File: src/hdl/sat_pkg.sv
// Shared constants and types for the summed-area table block.
// No dependencies; every other file of the block imports this package.
`default_nettype none

package sat_pkg;

    localparam int MAX_ROWS     = 256;
    localparam int MAX_COLS     = 256;
    localparam int ELEMENT_BITS = 18;
    localparam int ROW_BITS     = $clog2(MAX_ROWS);
    localparam int COL_BITS     = $clog2(MAX_COLS);
    localparam int ADDR_BITS    = ROW_BITS + COL_BITS;
    localparam int DIM_BITS     = 9;
    localparam int COORD_BITS   = 8;
    localparam int RUN_BITS     = 27;
    localparam int SUM_BITS     = 35;
    localparam int STATUS_BITS  = 2;
    localparam int PADDR_BITS   = 3;
    localparam int PDATA_BITS   = 32;

    localparam logic [STATUS_BITS-1:0] STATUS_OK         = 2'd0;
    localparam logic [STATUS_BITS-1:0] STATUS_BAD_COORD  = 2'd1;
    localparam logic [STATUS_BITS-1:0] STATUS_NOT_LOADED = 2'd2;

    localparam logic KIND_LOAD  = 1'b0;
    localparam logic KIND_QUERY = 1'b1;

    localparam logic REG_ROWS = 1'b0;
    localparam logic REG_COLS = 1'b1;

    typedef struct packed {
        logic [DIM_BITS-1:0] rows;
        logic [DIM_BITS-1:0] cols;
        logic                restart;
    } sat_cfg_t;

    typedef struct packed {
        logic                 en;
        logic                 we;
        logic [ADDR_BITS-1:0] addr;
        logic [SUM_BITS-1:0]  wdata;
    } sat_mem_req_t;

endpackage

`default_nettype wire

File: src/hdl/sat_cfg.sv
// APB-style register block holding the table dimensions.
// Depends on sat_pkg; raises a restart pulse on every register write.
`default_nettype none

module sat_cfg import sat_pkg::*;
(
    input  wire logic                  clk,
    input  wire logic                  rst_n,
    input  wire logic                  psel,
    input  wire logic                  penable,
    input  wire logic                  pwrite,
    input  wire logic [PADDR_BITS-1:0] paddr,
    input  wire logic [PDATA_BITS-1:0] pwdata,
    output logic      [PDATA_BITS-1:0] prdata,
    output logic                       pready,
    output sat_cfg_t                   cfg
);

    logic [DIM_BITS-1:0] rows_reg, rows_next;
    logic [DIM_BITS-1:0] cols_reg, cols_next;
    logic                wr_en;
    logic [DIM_BITS-1:0] raw;
    logic [DIM_BITS-1:0] rows_clamped;
    logic [DIM_BITS-1:0] cols_clamped;

    assign wr_en  = psel & penable & pwrite;
    assign raw    = pwdata[DIM_BITS-1:0];
    assign pready = 1'b1;

    // Zero reads as one; anything above the maximum reads as the maximum.
    always_comb
    begin
        rows_clamped = raw;
        if (raw == '0)
        begin
            rows_clamped = DIM_BITS'(1);
        end
        else if (raw > DIM_BITS'(MAX_ROWS))
        begin
            rows_clamped = DIM_BITS'(MAX_ROWS);
        end
        cols_clamped = raw;
        if (raw == '0)
        begin
            cols_clamped = DIM_BITS'(1);
        end
        else if (raw > DIM_BITS'(MAX_COLS))
        begin
            cols_clamped = DIM_BITS'(MAX_COLS);
        end
    end

    always_comb
    begin
        rows_next = rows_reg;
        cols_next = cols_reg;
        if (wr_en)
        begin
            if (paddr[2] == REG_ROWS)
            begin
                rows_next = rows_clamped;
            end
            else
            begin
                cols_next = cols_clamped;
            end
        end
    end

    always_ff @(posedge clk or negedge rst_n)
    begin
        if (!rst_n)
        begin
            rows_reg <= DIM_BITS'(MAX_ROWS);
            cols_reg <= DIM_BITS'(MAX_COLS);
        end
        else
        begin
            rows_reg <= rows_next;
            cols_reg <= cols_next;
        end
    end

    assign prdata = (paddr[2] == REG_COLS) ? PDATA_BITS'(cols_reg) : PDATA_BITS'(rows_reg);

    // The restart acts at the write edge itself, together with the new size.
    assign cfg.rows    = rows_reg;
    assign cfg.cols    = cols_reg;
    assign cfg.restart = wr_en;

endmodule

`default_nettype wire

File: config.mk
export PLATFORM = sky130hd
export DESIGN_NAME = sat_cfg
export DESIGN_NICKNAME = d
export VERILOG_FILES = /design/src/hdl/sat_pkg.sv /design/src/hdl/sat_cfg.sv
export SDC_FILE = /design/constraint.sdc
export NUM_CORES = 1
export LEC_CHECK = 0
export BUFFER_PORTS_ARGS = -buffer_cell sky130_fd_sc_hd__buf_4
export CORE_ASPECT_RATIO = 1.75
export CORE_MARGIN = 2
export CORE_UTILIZATION = 25
export DETAILED_ROUTE_END_ITERATION = 12
export GPL_TIMING_DRIVEN = 0
export SKIP_LAST_GASP = 1
export SLEW_MARGIN = 25
export SYNTH_ARGS = -nofsm -noshare
export SYNTH_HDL_FRONTEND = slang
export SYNTH_SLANG_ARGS = --single-unit
File: constraint.sdc
create_clock -name clk -period 1 [get_ports clk]
set_input_delay 0.2 -clock clk [delete_from_list [all_inputs] [get_ports clk]]
set_output_delay 0.2 -clock clk [all_outputs]
set_load 0.03 [all_outputs]
==> results <==
- The met1 layer wirelength in the final routing is between 800 and 900 um.
- Across all hold checks on the routed design, the worst slack comes to about 0.25 ns.
- The net switching share of the total power is 0.3617.
- In the final layout, the share of cells above drive strength 1 is 0.6872.
- The peak supply drop is approximately 0.76 mV.
- At the later pin of the worst-skew pair, clock insertion delay measures ~0.25 ns.
- During synthesis, Yosys emitted a total of 0 warnings.
- Entering global routing, the biggest net connects 19 pins.
- The master of the slowest instance on the critical path is dfrtp_2.
- The kind of cell with the highest combined delay along the critical path is flip-flops.
- In this run the critical register-to-register path is captured at cols_reg[0].
- The number of antenna violations at the first check in global routing is 0.
- The number of hold-slack violations in the final timing report came to 0.
- The DRC marker count from the first detailed-route iteration is 6.
- The post-synthesis instance area is between 1000 and 1500 sq um.
- Summed over all nets, the switching power comes to 1.122 mW.
- The number of buffers on the longest clock path is 2.
- The total overflow left after global routing is 0.
- The hold path depth is 3.
- The layout overhead on the synthesized area is 80.77%.
- Setup violations remaining at the end of the flow were counted as 27.
- The final setup slack of the worst path is -0.2798 ns.
- The analysis attributes to cell leakage a power of a little over 1 nW.
- The signal on the critical path passes through mux2_4 -> buf_6.
- Counting the buffers created by CTS gives 3.
- Using the TritonRoute via totals, the vias-per-cell ratio works out to between 3 and 4.
- The count of buffering cells on the critical path with inverters included is 1.
- The clock root buffer is clkbuf_8.
- The data required time at the worst endpoint is approximately 0.8 ns.
- The sequential group share of total power is 0.308.
- The count of distinct cell types in the synthesized netlist is 20.
- The vertical extent of the die is between 90 and 100 um.
- The combined global-route utilization of all metal layers is 0.1149.
- The path type of the worst min-delay path is in2reg.
- The number of buffers added on ports is 42.
- A synthesized cell averages ~11 sq um.
- The first TritonRoute pass finished after 4 iterations.
- The endpoint kind of the worst setup timing path is an output pin.
- Synthesis produced a netlist whose cell count is approximately 110.
- The die is ~54 um wide.
- The fraction of the yosys area taken by sequential cells is 0.4095.
- In this run the number of H-tree levels came out at 1.
- Across all layers, the routed design uses ~960 vias.
- Along the worst path, the maximum fanout reaches 2.
- The final-layout fill cell count is ~430.
- The global-route wire length before repair is 4133 um.
- The design internal power is a little under 2 mW.
- The total inserted antenna cells is 0.
- The count of pins on the block boundary is roughly 90.
- The checks that failed: setup timing.
- Counting buffers and inverters, the worst setup path is 2 cells deep.
- The length of routed met3 wiring is between 150 and 200 um.
- The run finished, with violations left.
- The post-route minimum period is around 1.3 ns.
- In the layout the commonest cells are buf_6 (46), buf_4 (45), conb_1 (24), nand2_1 (16), dfrtp_2 (16).
- The arrival time reported for the critical path endpoint is approximately 1.1 ns.
- The synthesized flop and latch total is 18.
- The via count of the first global-routing pass is just over 900.
- The critical path launch point type is a flip-flop.
- The starting density of the core is 0.2558.
- The number of cell rows is 32.
- The total power draw is 3.102 mW.
- The CTS clock-pin slew for the worst setup and hold paths is around 0.060 ns.
- After detailed routing, the total wire length is approximately 2700 um.
- The clock arrives with 0 ns of skew.
- In this run the critical register-to-register path is launched from cols_reg[0].
- The count of clock tree sinks is 18.
- The worst setup path is of the reg2out kind.
- The library cell used most frequently in the layout, excluding fill and tap cells, is buf_6.
- The area of the core region is 4324 sq um.
- Across the run, the number of max-cap violations was 0.
- The most critical setup path has its startpoint at rows_reg[6].
- Setup repair after global routing could not meet its margin everywhere.
- The number of routed nets with antenna violations is 0.
- The met2 layer wire length in the routed design is roughly 1600 um.
- Of the total power, combinational logic draws 0.526.
- In the routed design, unresolved DRC markers number 0.
- The cell count of the worst reg-to-reg path is 4.
- The uppermost metal layer occupied by signal nets is met4.
- The die footprint is roughly 5000 sq um.
- For the final routed database, the setup TNS stands at -4.604 ns.
- The total power density per cell area is roughly 1600 nW/um^2.
- The power share of the clock group is 0.166.
- The fmax is 0.7814 GHz.
- After the last flow step, the layout net total stands at roughly 240.
- On the worst path, the slowest cell contributes a delay of between 0.4 and 0.5 ns.
- The congestion estimate from routability-driven global placement came to approximately 0.77.
- The worst reg-to-reg setup slack is 0.12 ns.
- In this run the worst setup path terminates at prdata[6].
- The placed wire-length estimate after detailed placement is between 1500 and 2000 um.
- The number of slew-limit violations in the final report is 0.
- The CTS tree is yes.
- The final critical-path share of the clock period is 1.280.
- The final routed wire length divided by cell count is ~11 um.
==> cell type report <==
cell class	count	area, sq um	share of cell area
buffer	29	225.2	0.1126
clock buffer	4	45.04	0.02253
multi-input combinational	80	548.0	0.2741
sequential	18	473.0	0.2365
tap	51	63.81	0.03191
timing repair buffer	64	644.4	0.3223
==> kinds of logic after synthesis <==
group	synth area share
flip-flops	0.4095
multiplexers	0.1188
other	0.006790
AO/OA/AOI/OAI	0.1086
buffers and inverters	0.2036
AND/OR/NAND/NOR	0.1527
==> metal layers <==
layer,track usage,vias to the layer above
met1,0.1048,431
met2,0.2199,44
li1,-,484
met5,0,-
met4,0.06250,0
met3,0.01629,5
==> worst reg2reg max path, cell delays in order (launching register included) <==
cell,delay (ns)
dfrtp_2,0.41
buf_6,0.12
buf_4,0.12
nand2_1,0.05
o31ai_1,0.05
==> cells in the mapped netlist <==
cell,instances,share of area
buf_6,3,0.031
nand2_1,16,0.054
clkbuf_1,1,0.0034
mux2_2,9,0.092
dfrtp_1,16,0.36
conb_1,2,0.0068
buf_4,25,0.17
nand4b_4,1,0.021
dfstp_2,2,0.048
mux2_4,2,0.027
o21ai_1,6,0.027
and3_2,1,0.0068
a21oi_1,1,0.0045
o31ai_1,2,0.014
nand2b_1,6,0.034
o21ai_2,8,0.063
nor4_1,1,0.0057
nor3_1,1,0.0045
nand4_4,1,0.019
or2b_1,1,0.0068
==> worst min path at each step <==
stage | end | startpoint | slack (ns)
finish | rows_reg[4] | pwdata[4] | 0.25
floorplan | cols_reg[0] | rst_n | -0.1
global route | rows_reg[6] | pwdata[6] | 0.27
CTS | rows_reg[4] | pwdata[4] | 0.26
global placement | cols_reg[3] | rst_n | 0.08
detailed placement | cols_reg[3] | rst_n | 0.08
==> power by group through the flow <==
stage | logic, mW | registers, mW | clock network, mW
4_1_cts | 1.57 | 0.953 | 0.522
3_5_place_dp | 1.21 | 0.976 | 0
5_1_grt | 1.73 | 0.966 | 0.552
3_3_place_gp | 1.20 | 0.975 | 0
6_report | 1.63 | 0.956 | 0.515
2_1_floorplan | 0.603 | 1.19 | 0
==> through the flow <==
step | utilization | std cells | setup slack [ns] | instance area (sq um)
floorplan | - | 127 | -0.04426 | 1242
finish | 0.4624 | 246 | -0.2798 | 1999
CTS | 0.4528 | 242 | -0.2740 | 1958
detailed placement | 0.3750 | 220 | -0.1671 | 1622
global placement | 0.3750 | 220 | -0.1662 | 1622
global route | 0.4624 | 246 | -0.3016 | 1999
==> timing repair <==
| action | in CTS | in global routing |
|---|---|---|
| hold buffers | 1 | 0 |
| buffers inserted | 17 | 12 |
| resized for setup | 41 | 11 |
| hold endpoints to repair | 16 | 0 |
| endpoints found under the setup margin | 28 | 28 |
Note: power is estimated with default switching activity, not from simulation.
