`config.mk`:
```
export PLATFORM = sky130hd
export DESIGN_NAME = sat_ctrl_flat
export DESIGN_NICKNAME = d
export VERILOG_FILES = /design/src/hdl/sat_pkg.sv /design/src/hdl/sat_if.sv /design/src/hdl/sat_ctrl.sv /design/src/flat_wrapper.sv
export SDC_FILE = /design/constraint.sdc
export NUM_CORES = 1
export LEC_CHECK = 0
export BUFFER_PORTS_ARGS = -buffer_cell sky130_fd_sc_hd__buf_2
export CAP_MARGIN = 10
export CORE_ASPECT_RATIO = 1.25
export CORE_MARGIN = 2
export CORE_UTILIZATION = 60
export CTS_CLUSTER_DIAMETER = 200
export DETAILED_ROUTE_END_ITERATION = 8
export PLACE_DENSITY = 0.83
export SYNTH_ARGS = -nofsm -noshare
export SYNTH_HDL_FRONTEND = slang
export SYNTH_SLANG_ARGS = --single-unit
```
`constraint.sdc`:
```
create_clock -name clk -period 7 [get_ports clk]
set_input_delay 1.4 -clock clk [delete_from_list [all_inputs] [get_ports clk]]
set_output_delay 1.4 -clock clk [all_outputs]
set_load 0.05 [all_outputs]
```
`src/hdl/sat_pkg.sv`:
```
// Shared constants and types for the summed-area table block.
// No dependencies; every other file of the block imports this package.
`default_nettype none

package sat_pkg;

    localparam int MAX_ROWS     = 256;
    localparam int MAX_COLS     = 256;
    localparam int ELEMENT_BITS = 18;
    localparam int ROW_BITS     = $clog2(MAX_ROWS);
    localparam int COL_BITS     = $clog2(MAX_COLS);
    localparam int ADDR_BITS    = ROW_BITS + COL_BITS;
    localparam int DIM_BITS     = 9;
    localparam int COORD_BITS   = 8;
    localparam int RUN_BITS     = 27;
    localparam int SUM_BITS     = 35;
    localparam int STATUS_BITS  = 2;
    localparam int PADDR_BITS   = 3;
    localparam int PDATA_BITS   = 32;

    localparam logic [STATUS_BITS-1:0] STATUS_OK         = 2'd0;
    localparam logic [STATUS_BITS-1:0] STATUS_BAD_COORD  = 2'd1;
    localparam logic [STATUS_BITS-1:0] STATUS_NOT_LOADED = 2'd2;

    localparam logic KIND_LOAD  = 1'b0;
    localparam logic KIND_QUERY = 1'b1;

    localparam logic REG_ROWS = 1'b0;
    localparam logic REG_COLS = 1'b1;

    typedef struct packed {
        logic [DIM_BITS-1:0] rows;
        logic [DIM_BITS-1:0] cols;
        logic                restart;
    } sat_cfg_t;

    typedef struct packed {
        logic                 en;
        logic                 we;
        logic [ADDR_BITS-1:0] addr;
        logic [SUM_BITS-1:0]  wdata;
    } sat_mem_req_t;

endpackage

`default_nettype wire

```
`src/hdl/sat_if.sv`:
```
// Valid/ready channel interfaces for query and load items and for results.
// Depends on sat_pkg for field widths.
`default_nettype none

interface sat_in_if import sat_pkg::*; ();
    logic                           valid;
    logic                           ready;
    logic                           kind;
    logic signed [ELEMENT_BITS-1:0] element_value;
    logic [COORD_BITS-1:0]          top_row;
    logic [COORD_BITS-1:0]          left_col;
    logic [COORD_BITS-1:0]          bottom_row;
    logic [COORD_BITS-1:0]          right_col;

    modport source (output valid, kind, element_value, top_row, left_col,
                    bottom_row, right_col, input ready);
    modport sink (input valid, kind, element_value, top_row, left_col,
                  bottom_row, right_col, output ready);
endinterface

interface sat_out_if import sat_pkg::*; ();
    logic                       valid;
    logic                       ready;
    logic signed [SUM_BITS-1:0] region_sum;
    logic [STATUS_BITS-1:0]     status;

    modport source (output valid, region_sum, status, input ready);
    modport sink (input valid, region_sum, status, output ready);
endinterface

`default_nettype wire

```
`src/hdl/sat_ctrl.sv`:
```
// Sequencer for loads and region queries around the table memory.
// Depends on sat_pkg and the channel interfaces in sat_if.sv.
`default_nettype none

module sat_ctrl import sat_pkg::*;
(
    input  wire logic           clk,
    input  wire logic           rst_n,
    sat_in_if.sink              req,
    sat_out_if.source           rsp,
    input  wire sat_cfg_t       cfg,
    output sat_mem_req_t        mem_req,
    input  wire logic [SUM_BITS-1:0] mem_rdata
);

    localparam logic [3:0] S_IDLE   = 4'd0;
    localparam logic [3:0] S_LOAD   = 4'd1;
    localparam logic [3:0] S_LD_WR  = 4'd2;
    localparam logic [3:0] S_Q0     = 4'd3;
    localparam logic [3:0] S_Q1     = 4'd4;
    localparam logic [3:0] S_Q2     = 4'd5;
    localparam logic [3:0] S_Q3     = 4'd6;
    localparam logic [3:0] S_Q4     = 4'd7;
    localparam logic [3:0] S_RESULT = 4'd8;

    logic [3:0]                 state_reg, state_next;
    logic [DIM_BITS-1:0]        load_row_reg, load_row_next;
    logic [COL_BITS-1:0]        load_col_reg, load_col_next;
    logic                       full_reg, full_next;
    logic signed [RUN_BITS-1:0] run_reg, run_next;
    logic [ELEMENT_BITS-1:0]    elem_reg, elem_next;
    logic [COORD_BITS-1:0]      r1_reg, r1_next, c1_reg, c1_next;
    logic [COORD_BITS-1:0]      r2_reg, r2_next, c2_reg, c2_next;
    logic [SUM_BITS-1:0]        sum_reg, sum_next;
    logic [STATUS_BITS-1:0]     status_reg, status_next;
    logic                       out_valid_reg, out_valid_next;
    logic [SUM_BITS-1:0]        out_sum_reg, out_sum_next;
    logic [STATUS_BITS-1:0]     out_status_reg, out_status_next;

    logic                       accept;
    logic                       bad_coord;
    logic signed [RUN_BITS-1:0] elem_ext;
    logic [SUM_BITS-1:0]        above;
    logic [DIM_BITS-1:0]        col_inc;
    logic [DIM_BITS-1:0]        row_inc;
    logic [DIM_BITS-1:0]        row_dec;
    logic [COORD_BITS-1:0]      r1_dec, c1_dec;

    assign req.ready = (state_reg == S_IDLE);
    assign accept    = req.valid & req.ready;

    assign bad_coord = (req.top_row > req.bottom_row) || (req.left_col > req.right_col)
                    || ({1'b0, req.bottom_row} >= cfg.rows)
                    || ({1'b0, req.right_col} >= cfg.cols);

    assign elem_ext = {{(RUN_BITS-ELEMENT_BITS){elem_reg[ELEMENT_BITS-1]}}, elem_reg};
    assign above    = (load_row_reg == '0) ? '0 : mem_rdata;
    assign col_inc  = {1'b0, load_col_reg} + DIM_BITS'(1);
    assign row_inc  = load_row_reg + DIM_BITS'(1);
    assign row_dec  = load_row_reg - DIM_BITS'(1);
    assign r1_dec   = r1_reg - COORD_BITS'(1);
    assign c1_dec   = c1_reg - COORD_BITS'(1);

    // Memory port: one read or one write per cycle, addressed by state.
    always_comb
    begin
        mem_req.en    = 1'b0;
        mem_req.we    = 1'b0;
        mem_req.addr  = {load_row_reg[ROW_BITS-1:0], load_col_reg};
        mem_req.wdata = SUM_BITS'(run_reg) + above;
        case (state_reg)
            S_LOAD:
            begin
                mem_req.en   = (load_row_reg != '0);
                mem_req.addr = {row_dec[ROW_BITS-1:0], load_col_reg};
            end
            S_LD_WR:
            begin
                mem_req.en = 1'b1;
                mem_req.we = 1'b1;
            end
            S_Q0:
            begin
                mem_req.en   = 1'b1;
                mem_req.addr = {r2_reg, c2_reg};
            end
            S_Q1:
            begin
                mem_req.en   = 1'b1;
                mem_req.addr = {r2_reg, c1_dec};
            end
            S_Q2:
            begin
                mem_req.en   = 1'b1;
                mem_req.addr = {r1_dec, c2_reg};
            end
            S_Q3:
            begin
                mem_req.en   = 1'b1;
                mem_req.addr = {r1_dec, c1_dec};
            end
            default:
            begin
                mem_req.en = 1'b0;
            end
        endcase
    end

    always_comb
    begin
        state_next      = state_reg;
        load_row_next   = load_row_reg;
        load_col_next   = load_col_reg;
        full_next       = full_reg;
        run_next        = run_reg;
        elem_next       = elem_reg;
        r1_next         = r1_reg;
        c1_next         = c1_reg;
        r2_next         = r2_reg;
        c2_next         = c2_reg;
        sum_next        = sum_reg;
        status_next     = status_reg;
        out_valid_next  = out_valid_reg & ~rsp.ready;
        out_sum_next    = out_sum_reg;
        out_status_next = out_status_reg;

        case (state_reg)
            S_IDLE:
            begin
                if (accept)
                begin
                    elem_next = req.element_value;
                    r1_next   = req.top_row;
                    c1_next   = req.left_col;
                    r2_next   = req.bottom_row;
                    c2_next   = req.right_col;
                    if (req.kind == KIND_LOAD)
                    begin
                        if (!full_reg)
                        begin
                            state_next = S_LOAD;
                        end
                    end
                    else if (!full_reg)
                    begin
                        sum_next    = '0;
                        status_next = STATUS_NOT_LOADED;
                        state_next  = S_RESULT;
                    end
                    else if (bad_coord)
                    begin
                        sum_next    = '0;
                        status_next = STATUS_BAD_COORD;
                        state_next  = S_RESULT;
                    end
                    else
                    begin
                        state_next = S_Q0;
                    end
                end
            end
            S_LOAD:
            begin
                run_next   = run_reg + elem_ext;
                state_next = S_LD_WR;
            end
            S_LD_WR:
            begin
                state_next = S_IDLE;
                if (col_inc >= cfg.cols)
                begin
                    load_col_next = '0;
                    run_next      = '0;
                    load_row_next = row_inc;
                    if (row_inc >= cfg.rows)
                    begin
                        full_next = 1'b1;
                    end
                end
                else
                begin
                    load_col_next = col_inc[COL_BITS-1:0];
                end
            end
            S_Q0:
            begin
                state_next = S_Q1;
            end
            S_Q1:
            begin
                sum_next   = mem_rdata;
                state_next = S_Q2;
            end
            S_Q2:
            begin
                sum_next   = sum_reg - ((c1_reg == '0) ? '0 : mem_rdata);
                state_next = S_Q3;
            end
            S_Q3:
            begin
                sum_next   = sum_reg - ((r1_reg == '0) ? '0 : mem_rdata);
                state_next = S_Q4;
            end
            S_Q4:
            begin
                sum_next    = sum_reg
                            + ((r1_reg == '0 || c1_reg == '0) ? '0 : mem_rdata);
                status_next = STATUS_OK;
                state_next  = S_RESULT;
            end
            S_RESULT:
            begin
                if (!out_valid_reg || rsp.ready)
                begin
                    out_valid_next  = 1'b1;
                    out_sum_next    = sum_reg;
                    out_status_next = status_reg;
                    state_next      = S_IDLE;
                end
            end
            default:
            begin
                state_next = S_IDLE;
            end
        endcase

        // Configuration writes must arrive only while idle; the block does not enforce this. They restart loading.
        if (cfg.restart)
        begin
            load_row_next = '0;
            load_col_next = '0;
            run_next      = '0;
            full_next     = 1'b0;
        end
    end

    always_ff @(posedge clk or negedge rst_n)
    begin
        if (!rst_n)
        begin
            state_reg     <= S_IDLE;
            load_row_reg  <= '0;
            load_col_reg  <= '0;
            full_reg      <= 1'b0;
            run_reg       <= '0;
            out_valid_reg <= 1'b0;
        end
        else
        begin
            state_reg     <= state_next;
            load_row_reg  <= load_row_next;
            load_col_reg  <= load_col_next;
            full_reg      <= full_next;
            run_reg       <= run_next;
            out_valid_reg <= out_valid_next;
        end
    end

    always_ff @(posedge clk)
    begin
        elem_reg       <= elem_next;
        r1_reg         <= r1_next;
        c1_reg         <= c1_next;
        r2_reg         <= r2_next;
        c2_reg         <= c2_next;
        sum_reg        <= sum_next;
        status_reg     <= status_next;
        out_sum_reg    <= out_sum_next;
        out_status_reg <= out_status_next;
    end

    assign rsp.valid      = out_valid_reg;
    assign rsp.region_sum = out_sum_reg;
    assign rsp.status     = out_status_reg;

`ifndef SYNTHESIS
    a_no_write_when_full: assert property (@(posedge clk) disable iff (!rst_n)
        mem_req.we |-> !full_reg)
        else $error("table write while the table is full");

    a_query_needs_full: assert property (@(posedge clk) disable iff (!rst_n)
        (state_reg == S_Q0 || state_reg == S_Q1 || state_reg == S_Q2
         || state_reg == S_Q3 || state_reg == S_Q4) |-> full_reg)
        else $error("table read for a query before the table is full");

    a_full_after_write: assert property (@(posedge clk) disable iff (!rst_n)
        $rose(full_reg) |-> $past(state_reg) == S_LD_WR)
        else $error("table marked full without a final load write");

    a_result_held: assert property (@(posedge clk) disable iff (!rst_n)
        (state_reg == S_RESULT && out_valid_reg && !rsp.ready) |=> state_reg == S_RESULT)
        else $error("result left its holding state while the output was stalled");
`endif

endmodule

`default_nettype wire

```
`src/flat_wrapper.sv`:
```
// flat-port wrapper written by rule: the top's interface ports become plain ports
module sat_ctrl_flat import sat_pkg::*;
  (clk, rst_n, cfg, mem_req, mem_rdata, req_valid, req_kind, req_element_value, req_top_row, req_left_col, req_bottom_row, req_right_col, req_ready, rsp_valid, rsp_region_sum, rsp_status, rsp_ready);
  sat_in_if req_i ();
  sat_out_if rsp_i ();
  input  wire logic clk;
  input  wire logic rst_n;
  input  wire sat_cfg_t cfg;
  output sat_mem_req_t mem_req;
  input  wire logic [SUM_BITS-1:0] mem_rdata;
  input wire logic [$bits(req_i.valid)-1:0] req_valid;
  input wire logic [$bits(req_i.kind)-1:0] req_kind;
  input wire logic [$bits(req_i.element_value)-1:0] req_element_value;
  input wire logic [$bits(req_i.top_row)-1:0] req_top_row;
  input wire logic [$bits(req_i.left_col)-1:0] req_left_col;
  input wire logic [$bits(req_i.bottom_row)-1:0] req_bottom_row;
  input wire logic [$bits(req_i.right_col)-1:0] req_right_col;
  output wire logic [$bits(req_i.ready)-1:0] req_ready;
  output wire logic [$bits(rsp_i.valid)-1:0] rsp_valid;
  output wire logic [$bits(rsp_i.region_sum)-1:0] rsp_region_sum;
  output wire logic [$bits(rsp_i.status)-1:0] rsp_status;
  input wire logic [$bits(rsp_i.ready)-1:0] rsp_ready;
  assign req_i.valid = req_valid;
  assign req_i.kind = req_kind;
  assign req_i.element_value = req_element_value;
  assign req_i.top_row = req_top_row;
  assign req_i.left_col = req_left_col;
  assign req_i.bottom_row = req_bottom_row;
  assign req_i.right_col = req_right_col;
  assign req_ready = req_i.ready;
  assign rsp_valid = rsp_i.valid;
  assign rsp_region_sum = rsp_i.region_sum;
  assign rsp_status = rsp_i.status;
  assign rsp_i.ready = rsp_ready;
  sat_ctrl u_core (.clk(clk), .rst_n(rst_n), .req(req_i), .rsp(rsp_i), .cfg(cfg), .mem_req(mem_req), .mem_rdata(mem_rdata));
endmodule
```
==> results of run 1 <==
[through the flow]
stage                     hold slack, ns  instance area [µm²]
after floorplan                    0.400                14900
after global placement             0.444                16300
after detailed placement           0.447                16300
after CTS                          0.465                16900
after global routing               0.476                16900
final                              0.468                16900
[worst max-delay path by stage]
stage | to | slack (ns) | cells past startpoint
after global routing | mem_req[32] | 0.07 | 17
after floorplan | mem_req[24] | 0.86 | 17
after CTS | mem_req[32] | 0.21 | 17
final | mem_req[32] | 0.42 | 17
after global placement | mem_req[32] | 0.75 | 16
after detailed placement | mem_req[32] | 0.70 | 16
[power breakdown]
part	internal, mW	switching (mW)	leakage (nW)
Clock	0.536	0.446	0.281
Combinational	1.17	2.73	5.38
Sequential	1.46	0.212	1.85
[cell usage in the layout (no fill, tap or decap), drive strengths merged, types with 9 or more instances in the layout]
master and count:
a22oi 11, xor2 41, and3 14, a22o 25, o21bai 13, a32o 10, nand2b 25, clkbuf 22
a31oi 16, nand2 176, o21a 18, o211ai 10, a21o 43, dfrtp 50, a21oi 183, nor3 47
ha 155, nor4 14, o31ai 9, nor2 131, a211oi 19, edfxtp 124, nand3 47, xnor2 66
inv 83, nor2b 58, o21ai 137, buf 220, or3 17, nand4 13
[critical path, stage by stage, from the launching register on]
cell	delay (ns)
sky130_fd_sc_hd__dfrtp_1	0.47
sky130_fd_sc_hd__nor2_1	0.23
sky130_fd_sc_hd__nor4b_2	0.28
sky130_fd_sc_hd__and3_1	0.30
sky130_fd_sc_hd__buf_6	0.28
sky130_fd_sc_hd__nor2b_1	0.09
sky130_fd_sc_hd__ha_1	0.34
sky130_fd_sc_hd__nor2b_1	0.16
sky130_fd_sc_hd__nor3_1	0.13
sky130_fd_sc_hd__o31a_1	0.27
sky130_fd_sc_hd__o31ai_1	0.15
sky130_fd_sc_hd__a221o_1	0.40
sky130_fd_sc_hd__o41ai_4	0.46
sky130_fd_sc_hd__o221ai_1	0.22
sky130_fd_sc_hd__or4_1	0.43
sky130_fd_sc_hd__o311ai_1	0.10
sky130_fd_sc_hd__xnor2_1	0.15
sky130_fd_sc_hd__buf_2	0.27
[layout make-up]
| cell class | count | area, µm² |
|---|---|---|
| multi-input cells | 1414 | 9450 |
| flip-flops and latches | 174 | 4970 |
| fillers | 1992 | 7610 |
| inverters | 80 | 300 |
| repair buffers | 220 | 1150 |
| well taps | 330 | 413 |
| clock inverters | 10 | 86.3 |
| diodes | 1 | 2.50 |
| clock buffers | 22 | 518 |
[routing by layer]
layer	GRT usage	up-vias	wire [µm]
li1	-	6801	-
met1	0.391	6676	17100
met2	0.589	788	22100
met3	0.0719	223	3770
met4	0.225	6	3040
met5	0	-	34
[timing repair]
item,CTS,global route
setup buffers,0,0
gates resized for setup,0,5
endpoints found under the setup margin,0,5
[kinds of logic after synthesis]
family          count (synthesis)  synth area share
compound gates                569             0.243
xor+xnor                      107            0.0627
fa+ha+maj                     158             0.134
buf+inv                       150            0.0390
flops                         174             0.333
mux                             1          0.000753
simple gates                  579             0.188
==> results.md, run 1 <==
| Group | Item | Value |
|:---|:---|:---|
| run status | Status | finished, final reports clean |
| finish | Proportion of layout cells with a drive suffix above 1 | 0.145 |
| finish | Area growth, synth to finish | 13.0% |
| synthesis | Post-synth EDFFs | 124 |
| grt | Vias in the first global route | 14.2k |
| power and ir drop | Design Power | 6.55 mW |
| placed design | Final GP Congestion | 1.01 |
| critical path | Required time of the worst setup path | 5.60 ns |
| sta | Clock Skews | 0.0106 ns |
| grt | GR Util All Layers | 0.345 |
| power and ir drop | Cell Pwr Density | 388 nW/µm² |
| placed design | HPWL after detailed placement | 34900 µm |
| synthesis | Netlist Area Pre-Place | 14900 µm² |
| sta | Total negative slack | 0 ns |
| grt | Grt total ovfl | 0 |
| detailed routing | Final WL | 46000 µm |
| clock tree | Clk buf depth | 2 |
| detailed routing | Antenna violation net count after detailed routing | 0 |
| die | Floorplan Core Area | 24500 µm² |
| detailed routing | Per-cell routed wire length | 20.4 µm |
| synthesis | Commonest cells in the synthesized netlist | sky130_fd_sc_hd__a21oi_1 (183), sky130_fd_sc_hd__nand2_1 (176), sky130_fd_sc_hd__ha_1 (155) |
| synthesis | Register area share after synthesis | 0.333 |
| detailed routing | Per-cell via count in the routed design | 6.44 |
| sta | Worst Tran Pin Value | 1.20 ns |
| power and ir drop | Leakage power of the design | 7.51 nW |
| synthesis | Most frequent cell after synthesis | sky130_fd_sc_hd__a21oi_1 |
| synthesis | Register bit total from synthesis | 174 |
| hold path | Worst min-delay path category | register to register |
| die | Die W | 145 µm |
| die | Count of pins on the block boundary | 201 |
| die | Die outline area | 26200 µm² |
| sta | Worst-case setup margin in the final layout | 0.423 ns |
| clock tree | Count of hold buffers inserted by post-cts repair | 0 |
| critical path | Crit path launch type | register |
| synthesis | Async set-reset flop share out of synthesis | 0.287 |
| sta | RSZ-0062 raised after global routing | no |
| sta | Final critical path time including I/O delays and setup | 6.58 ns |
| grt | Global-route wire length before repair | 72200 µm |
| synthesis | Post-synth net total | 2005 |
| critical path | Cell depth of the worst flop-to-flop path | 21 |
| job | Number of maximum-capacitance violations | 0 |
| hold path | Worst Hold End | u_core.rsp.region_sum[26]$_DFFE_PP_ |
| clock tree | TritonCTS buffer count | 17 |
| critical path | Setup slack of the worst register-to-register path | 0.65 ns |
| synthesis | Number of warnings printed during yosys synthesis | 0 |
| detailed routing | Violation count after the first detailed-route iteration | 1156 |
| placed design | IO buf count | 200 |
| synthesis | Biggest area consumer among synthesized cells | sky130_fd_sc_hd__edfxtp_1 |
| detailed routing | Number of optimization iterations in the first detailed-route pass | 6 |
| grt | Pin count of the biggest net entering global routing | 54 |
| synthesis | Proportion of netlist area held by the largest area contributor | 0.249 |
| placed design | Placed cells | 2218 |
| clock tree | TritonCTS clock tree | built |
| critical path | Arrival time reported for the critical path endpoint | 5.18 ns |
| critical path | Reg2reg end | u_core.sum_reg[22]$_DFFE_PP_ |
| grt | Antenna violations before repair | 4 |
| finish | Final-stage net count | 2174 |
| synthesis | Number of unique standard cell types used by synthesis | 77 |
| die | Y dimension of the die | 180 µm |
| synthesis | Post-Syn Area per Cell | 8.60 µm² |
| power and ir drop | Worst vdd rail ir drop | 404 µV |
| finish | Final cell count without fillers | 2251 |
| clock tree | H-Tree Level Count | 4 |
| clock tree | Clock transition at the register clock pins on the worst setup and hold paths after CTS | 0.07 ns |
| sta | Pins Over Slew Limit | 0 |
| critical path | Critical Path Sink Type | output pin |
| detailed routing | Final routed DRC violation total | 0 |
| hold path | Worst hold path startpoint | u_core.sum_reg[26]$_DFFE_PP_ |
| critical path | Largest fanout on the critical path | 33 |
| die | Cell row count | 64 |
| synthesis | Cells after synthesis | 1738 |
| synthesis | Synth top area cells | sky130_fd_sc_hd__edfxtp_1 (25%), sky130_fd_sc_hd__ha_1 (13%), sky130_fd_sc_hd__dfrtp_1 (8.4%) |
| critical path | Reg2Reg Launch Point | u_core.c1_reg[0]$_DFFE_PP_ |
| finish | Final Core Density | 0.690 |
| die | Initial core utilization | 0.610 |
| critical path | Launch point of the critical path | u_core.load_row_reg[2]$_DFFE_PN0P_ |
| synthesis | Synth Flop Type | sky130_fd_sc_hd__edfxtp_1 |
| sta | Slew HR | 0.198 |
| placed design | Place WS | 0.703 ns |
| sta | Post-route fraction of the period consumed by the critical path | 0.940 |
| critical path | Worst setup path category | register to output pin |
| detailed routing | Number of vias after detailed routing | 14.5k |
| sta | Hold Fails Final Rpt | 0 |
| clock tree | Clk sink count | 174 |
| sta | Final number of setup-violating endpoints | 0 |
| clock tree | Clock Latency Late Sink | 0.45 ns |
| sta | Upper clock frequency limit | 152 MHz |
| hold path | Worst Hold Depth | 0 |
| clock tree | Root Driver | sky130_fd_sc_hd__clkbuf_16 |
No activity file was read; power rests on OpenSTA's default activity.
==> run 2: changes to the inputs <==
==> constraint.sdc (replaced) <==
create_clock -name clk -period 7 [get_ports clk]
set_input_delay 0.7 -clock clk [delete_from_list [all_inputs] [get_ports clk]]
set_output_delay 0.7 -clock clk [all_outputs]
set_load 0.05 [all_outputs]
==> run 2 against run 1 <==
  * Sequential power barely moved
  * Clock power barely moved
  * Clock skew rose by 0.0019 ns
  * Fmax rose by 6.3%
  * Cell area barely moved
  * Global-route usage rose by 0.63 points
  * Combinational power fell by 1%
  * Largest power group unchanged
==> results.md, run 2 (same netlist as run 1, synthesis figures left out) <==
| Group | Item | Value |
|:---|:---|:---|
| run status | Status | finished, final reports clean |
| critical path | Reg2reg end | u_core.sum_reg[22]$_DFFE_PP_ |
| grt | Grt total ovfl | 0 |
| clock tree | H-Tree Level Count | 4 |
| critical path | Largest fanout on the critical path | 24 |
| power and ir drop | Worst vdd rail ir drop | 400 µV |
| finish | Final cell count without fillers | 2254 |
| sta | Clock Skews | 0.0125 ns |
| sta | Worst-case setup margin in the final layout | 0.815 ns |
| grt | GR Util All Layers | 0.351 |
| sta | Final critical path time including I/O delays and setup | 6.18 ns |
| die | Cell row count | 64 |
| critical path | Bufs and invs on worst path | 2 |
| critical path | Setup slack of the worst register-to-register path | 0.90 ns |
| detailed routing | Antenna violation net count after detailed routing | 0 |
| placed design | IO buf count | 200 |
| grt | Antenna violations before repair | 6 |
| critical path | Crit path max-delay cell type | sky130_fd_sc_hd__and3_2 |
| sta | Total negative slack | 0 ns |
| sta | Pins Over Slew Limit | 0 |
| critical path | Top delay family on crit path | compound AO/OA/AOI/OAI gates |
| sta | Final hold slack | 0.343 ns |
| sta | Slew HR | 0.254 |
| clock tree | Count of hold buffers inserted by post-cts repair | 0 |
| detailed routing | Violation count after the first detailed-route iteration | 1187 |
| sta | Worst Tran Pin Value | 1.12 ns |
| finish | Proportion of layout cells with a drive suffix above 1 | 0.145 |
| sta | RSZ-0062 raised after global routing | no |
| placed design | Place WS | 1.04 ns |
| clock tree | Root Driver | sky130_fd_sc_hd__clkbuf_16 |
| die | Count of pins on the block boundary | 201 |
| critical path | Reg2Reg Launch Point | u_core.r1_reg[4]$_DFFE_PP_ |
| detailed routing | Final WL | 46200 µm |
| die | Die W | 145 µm |
| grt | Global-route wire length before repair | 73600 µm |
| sta | Post-route fraction of the period consumed by the critical path | 0.884 |
| critical path | Required time of the worst setup path | 6.30 ns |
| sta | Hold Fails Final Rpt | 0 |
| detailed routing | Final routed DRC violation total | 0 |
| sta | Final number of setup-violating endpoints | 0 |
| job | Number of maximum-capacitance violations | 0 |
| clock tree | TritonCTS clock tree | built |
| grt | Vias in the first global route | 14.2k |
| power and ir drop | Design Power | 6.54 mW |
| finish | Final instance area | 16900 µm² |
| placed design | Area after DPL | 16300 µm² |
| detailed routing | Number of optimization iterations in the first detailed-route pass | 6 |
| die | Floorplan Core Area | 24500 µm² |
| detailed routing | Per-cell via count in the routed design | 6.48 |
| critical path | Longest individual stage delay on the worst path | 0.56 ns |
| grt | Pin count of the biggest net entering global routing | 54 |
| hold path | Worst min-delay path category | primary input to async pin |
| critical path | Cells along the critical path | nor2_1 > nor4b_1 > and3_2 > nand2b_1 > inv_1 > ha_1 > a211oi_1 > nor4_1 > a211oi_1 > o21a_1 > nor4_1 > o41ai_1 > o211ai_1 > o21ai_1 > nor2b_1 > xnor2_1 > buf_2 |
| detailed routing | Number of vias after detailed routing | 14.6k |
| critical path | Critical Path Sink Type | output pin |
| critical path | Cell depth of the worst flop-to-flop path | 18 |
| sta | Upper clock frequency limit | 162 MHz |
| finish | Most common library cell in the layout ignoring fill and taps | sky130_fd_sc_hd__buf_2 |
| finish | Number of filler instances in the final layout | 2016 |
| placed design | Final GP Congestion | 1.02 |
| critical path | Worst setup path category | register to output pin |
| clock tree | Clock Latency Late Sink | 0.46 ns |
| finish | Area growth, synth to finish | 13.0% |
| die | Initial core utilization | 0.610 |
| finish | Commonest non-fill, non-tap cells in the layout | sky130_fd_sc_hd__buf_2 (200), sky130_fd_sc_hd__a21oi_1 (182), sky130_fd_sc_hd__nand2_1 (176), sky130_fd_sc_hd__ha_1 (155), sky130_fd_sc_hd__nor2_1 (129) |
| placed design | Placed cells | 2219 |
| clock tree | Clk buf depth | 2 |
| clock tree | Clk sink count | 174 |
| power and ir drop | Leakage power of the design | 7.52 nW |
| critical path | Crit path launch type | register |
| clock tree | TritonCTS buffer count | 17 |
| finish | Final-stage net count | 2175 |
| critical path | Arrival time reported for the critical path endpoint | 5.48 ns |
| power and ir drop | Cell Pwr Density | 387 nW/µm² |
| finish | Final Core Density | 0.689 |
| die | Die outline area | 26200 µm² |
| die | Y dimension of the die | 180 µm |
| placed design | HPWL after detailed placement | 35400 µm |
| clock tree | Clock transition at the register clock pins on the worst setup and hold paths after CTS | 0.07 ns |
| detailed routing | Per-cell routed wire length | 20.5 µm |
-- run 2: cell count changes in the layout (fill, tap and decap cells not counted), sizes merged --
cell | before | now
clkinv | 2 | 8
clkbuf | 22 | 17
bufinv | 0 | 1
buf | 220 | 221
diode | 1 | 3
clkinvlp | 5 | 0
inv | 83 | 86
-- run 2: report_power, final --
group          switching [mW]  total, mW  internal (mW)
clock                   0.488       1.01          0.518
combinational            2.69       3.86           1.17
sequential              0.213       1.67           1.46
-- run 2: how the worst max path moves through the flow --
stage | cells past startpoint | start | endpoint
floorplan | 22 | u_core.r1_reg[4]$_DFFE_PP_ | u_core.sum_reg[22]$_DFFE_PP_
global placement | 18 | u_core.r1_reg[4]$_DFFE_PP_ | u_core.sum_reg[22]$_DFFE_PP_
detailed placement | 18 | u_core.r1_reg[4]$_DFFE_PP_ | u_core.sum_reg[22]$_DFFE_PP_
CTS | 18 | u_core.load_row_reg[2]$_DFFE_PN0P_ | mem_req[32]
global route | 18 | u_core.load_row_reg[2]$_DFFE_PN0P_ | mem_req[32]
finish | 17 | u_core.load_row_reg[2]$_DFFE_PN0P_ | mem_req[31]
-- run 2: what timing repair did --
action                                  4_1_cts  5_1_grt
endpoints found under the setup margin        0        1
setup buffers                                 0        0
gates resized for setup                       0        1
-- run 2: final cells by class --
type	instances	area, µm²	share of cell area
multi-input cells	1414	9420	0.558
flip-flops and latches	174	4970	0.294
repair buffers	221	1160	0.0686
clock buffers	17	425	0.0252
well taps	330	413	0.0244
inverters	80	300	0.0178
clock inverters	15	195	0.0116
diodes	3	7.51	0.000444
-- run 2: layer usage --
layer,share of wire,GRT usage,vias to the layer above
met1,0.37,0.407,6867
met4,0.065,0.231,6
met5,0.00099,0,-
met3,0.072,0.0570,174
li1,-,-,6804
met2,0.49,0.601,757
==> run 3: changes to the inputs <==
Settings changed: PLACE_DENSITY 0.83 to 0.88.
==> run 3 against run 2 <==
  * Flip-flop and latch count unchanged
  * Register-to-register slack got worse by 0.13 ns
  * Count of clock-buffer cells in the layout increased by 1
  * Highest routed layer unchanged
  * Wire length decreased by 2.0%
  * Clock power about the same
  * Core utilization decreased by 0.18 points
  * Global-route usage decreased by 1.1 points
  * Cell count decreased by 0.27%
  * Critical path depth unchanged
  * Via count decreased by 1.2%
  * Non-clock buffer count decreased by 4
  * Cell area decreased by 0.27%
==> results.md, run 3 (same netlist as run 1, synthesis figures left out) <==
| Group | Item | Value |
|:---|:---|:---|
| run status | Status | finished, final reports clean |
| sta | Clock Skews | 0.0145 ns |
| job | Number of maximum-capacitance violations | 0 |
| die | Floorplan Core Area | 24500 µm² |
| power and ir drop | Cell Pwr Density | 387 nW/µm² |
| grt | Routing layer with the top usage in global route | met2 |
| sta | Pins Over Slew Limit | 0 |
| clock tree | Post-CTS resize count | 0 |
| finish | Proportion of layout cells with a drive suffix above 1 | 0.142 |
| sta | RSZ-0062 raised after global routing | no |
| clock tree | TritonCTS clock tree | built |
| die | Die W | 145 µm |
| detailed routing | Per-cell routed wire length | 20.1 µm |
| finish | Final-stage net count | 2171 |
| die | Count of pins on the block boundary | 201 |
| placed design | Final GP Congestion | 1.01 |
| finish | Final cell count without fillers | 2248 |
| sta | Upper clock frequency limit | 158 MHz |
| grt | Pin count of the biggest net entering global routing | 54 |
| grt | Grt total ovfl | 0 |
| power and ir drop | Worst vdd rail ir drop | 436 µV |
| detailed routing | Number of optimization iterations in the first detailed-route pass | 6 |
| grt | Met1 Use GR | 0.384 |
| placed design | HPWL after detailed placement | 34700 µm |
| grt | Met2 Usage GRT | 0.592 |
| die | Die outline area | 26200 µm² |
| finish | Area growth, synth to finish | 12.7% |
| critical path | Worst setup path category | register to output pin |
| clock tree | Clk buf depth | 2 |
| grt | Global Route met3 Usage | 0.0643 |
| placed design | IO buf count | 200 |
| detailed routing | Final WL | 45300 µm |
| clock tree | Clk sink count | 174 |
| clock tree | Count of hold buffers inserted by post-cts repair | 0 |
| critical path | Critical Path Sink Type | output pin |
| power and ir drop | Fraction of power consumed by combinational cells | 0.591 |
| power and ir drop | Fraction of power consumed by sequential logic | 0.256 |
| critical path | Required time of the worst setup path | 6.30 ns |
| power and ir drop | Sw Share | 0.514 |
| detailed routing | Final routed DRC violation total | 0 |
| grt | Vias in the first global route | 14.1k |
| detailed routing | Violation count after the first detailed-route iteration | 1263 |
| grt | Global-route wire length before repair | 71300 µm |
| finish | Commonest non-fill, non-tap cells in the layout | sky130_fd_sc_hd__buf_2 (200), sky130_fd_sc_hd__a21oi_1 (182), sky130_fd_sc_hd__nand2_1 (176), sky130_fd_sc_hd__ha_1 (155), sky130_fd_sc_hd__nor2_1 (129) |
| sta | Final number of setup-violating endpoints | 0 |
| detailed routing | Number of vias after detailed routing | 14.4k |
| clock tree | Post-CTS setup-driven buffer insertion count | 0 |
| sta | Post-route fraction of the period consumed by the critical path | 0.905 |
| finish | Number of filler instances in the final layout | 1991 |
| clock tree | Clock transition at the register clock pins on the worst setup and hold paths after CTS | 0.08 ns |
| grt | Antenna violations before repair | 4 |
| power and ir drop | Leakage power of the design | 7.49 nW |
| grt | GR Util All Layers | 0.340 |
| finish | Most common library cell in the layout ignoring fill and taps | sky130_fd_sc_hd__buf_2 |
| placed design | Placed cells | 2215 |
| detailed routing | Antenna violation net count after detailed routing | 0 |
| hold path | Worst min-delay path category | primary input to async pin |
| sta | Total negative slack | 0 ns |
| detailed routing | Per-cell via count in the routed design | 6.42 |
| clock tree | Clock Latency Late Sink | 0.46 ns |
| sta | Slew HR | 0.254 |
| power and ir drop | Clk pwr share | 0.153 |
| die | Initial core utilization | 0.610 |
| sta | Final critical path time including I/O delays and setup | 6.34 ns |
| power and ir drop | Internal power component | 3.17 mW |
| power and ir drop | Net switching component of the power | 3.36 mW |
| power and ir drop | Design Power | 6.53 mW |
| die | Cell row count | 64 |
| critical path | Largest fanout on the critical path | 32 |
| clock tree | TritonCTS buffer count | 17 |
| sta | Worst Tran Pin Value | 1.12 ns |
| sta | Hold Fails Final Rpt | 0 |
| critical path | Crit path launch type | register |
| clock tree | Root Driver | sky130_fd_sc_hd__clkbuf_16 |
| critical path | Arrival time reported for the critical path endpoint | 5.64 ns |
| clock tree | H-Tree Level Count | 4 |
| die | Y dimension of the die | 180 µm |
run 3: final cells by class:
class | instances | area, µm² | area share
Multi-Input combinational cell | 1414 | 9420 | 0.559
Clock buffer | 18 | 439 | 0.0261
Antenna cell | 1 | 2.50 | 0.000149
Timing Repair Buffer | 217 | 1130 | 0.0670
Inverter | 80 | 300 | 0.0178
Sequential cell | 174 | 4970 | 0.295
Tap cell | 330 | 413 | 0.0245
Clock inverter | 14 | 173 | 0.0102
run 3: worst max-delay path, cell delays in order (launching register included):
cell	delay (ns)
sky130_fd_sc_hd__dfrtp_1	0.47
sky130_fd_sc_hd__nor2_1	0.23
sky130_fd_sc_hd__nor4b_1	0.45
sky130_fd_sc_hd__and3_1	0.33
sky130_fd_sc_hd__buf_4	0.34
sky130_fd_sc_hd__nor2b_1	0.09
sky130_fd_sc_hd__ha_1	0.37
sky130_fd_sc_hd__a21oi_1	0.17
sky130_fd_sc_hd__o21ai_1	0.09
sky130_fd_sc_hd__a221oi_1	0.29
sky130_fd_sc_hd__o31ai_1	0.16
sky130_fd_sc_hd__a221o_1	0.39
sky130_fd_sc_hd__o41ai_2	0.54
sky130_fd_sc_hd__o221ai_1	0.27
sky130_fd_sc_hd__or4_1	0.44
sky130_fd_sc_hd__o311ai_1	0.10
sky130_fd_sc_hd__xnor2_1	0.16
sky130_fd_sc_hd__buf_2	0.29
run 3: path summary, 6_finish.rpt:
path	start	endpoint	slack (ns)	depth (start not counted)
max in group asynchronous	rst_n	u_core.rsp.valid$_DFF_PN0_	6.17	2
min in group clk	req_element_value[5]	u_core.elem_reg[5]$_DFFE_PP_	0.41	1
hold / removal	rst_n	u_core.run_reg[16]$_DFFE_PN0P_	0.35	2
setup reg to reg	u_core.r1_reg[4]$_DFFE_PP_	u_core.sum_reg[22]$_DFFE_PP_	0.77	18
hold reg to reg	u_core.sum_reg[32]$_DFFE_PP_	u_core.rsp.region_sum[32]$_DFFE_PP_	0.46	0
setup / recovery	u_core.load_row_reg[2]$_DFFE_PN0P_	mem_req[32]	0.66	17
run 3: power groups by stage:
stage,clock (mW),sequential [mW],combinational (mW)
after detailed placement,0,1.68,3.79
after global routing,1.04,1.69,4.15
after global placement,0,1.67,3.72
final,0.999,1.67,3.86
after floorplan,0,1.77,2.76
after CTS,1.00,1.66,3.82
run 3: metrics by stage:
stage	worst slack (ns)	utilization	cell area, µm²	hold WS, ns
6_report	0.662	0.688	16800	0.345
5_1_grt	0.305	0.687	16800	0.405
4_1_cts	0.689	0.687	16800	0.375
3_5_place_dp	0.984	0.662	16200	0.448
3_3_place_gp	1.09	0.662	16200	0.445
2_1_floorplan	1.28	-	14900	0.400
run 3: layer usage:
| metal | wire (µm) | part of all wire | vias to the layer above |
|---|---|---|---|
| met2 | 22000 | 0.49 | 739 |
| li1 | - | - | 6769 |
| met4 | 2860 | 0.063 | 6 |
| met3 | 3480 | 0.077 | 193 |
| met1 | 16900 | 0.37 | 6731 |
| met5 | 37 | 0.00082 | - |
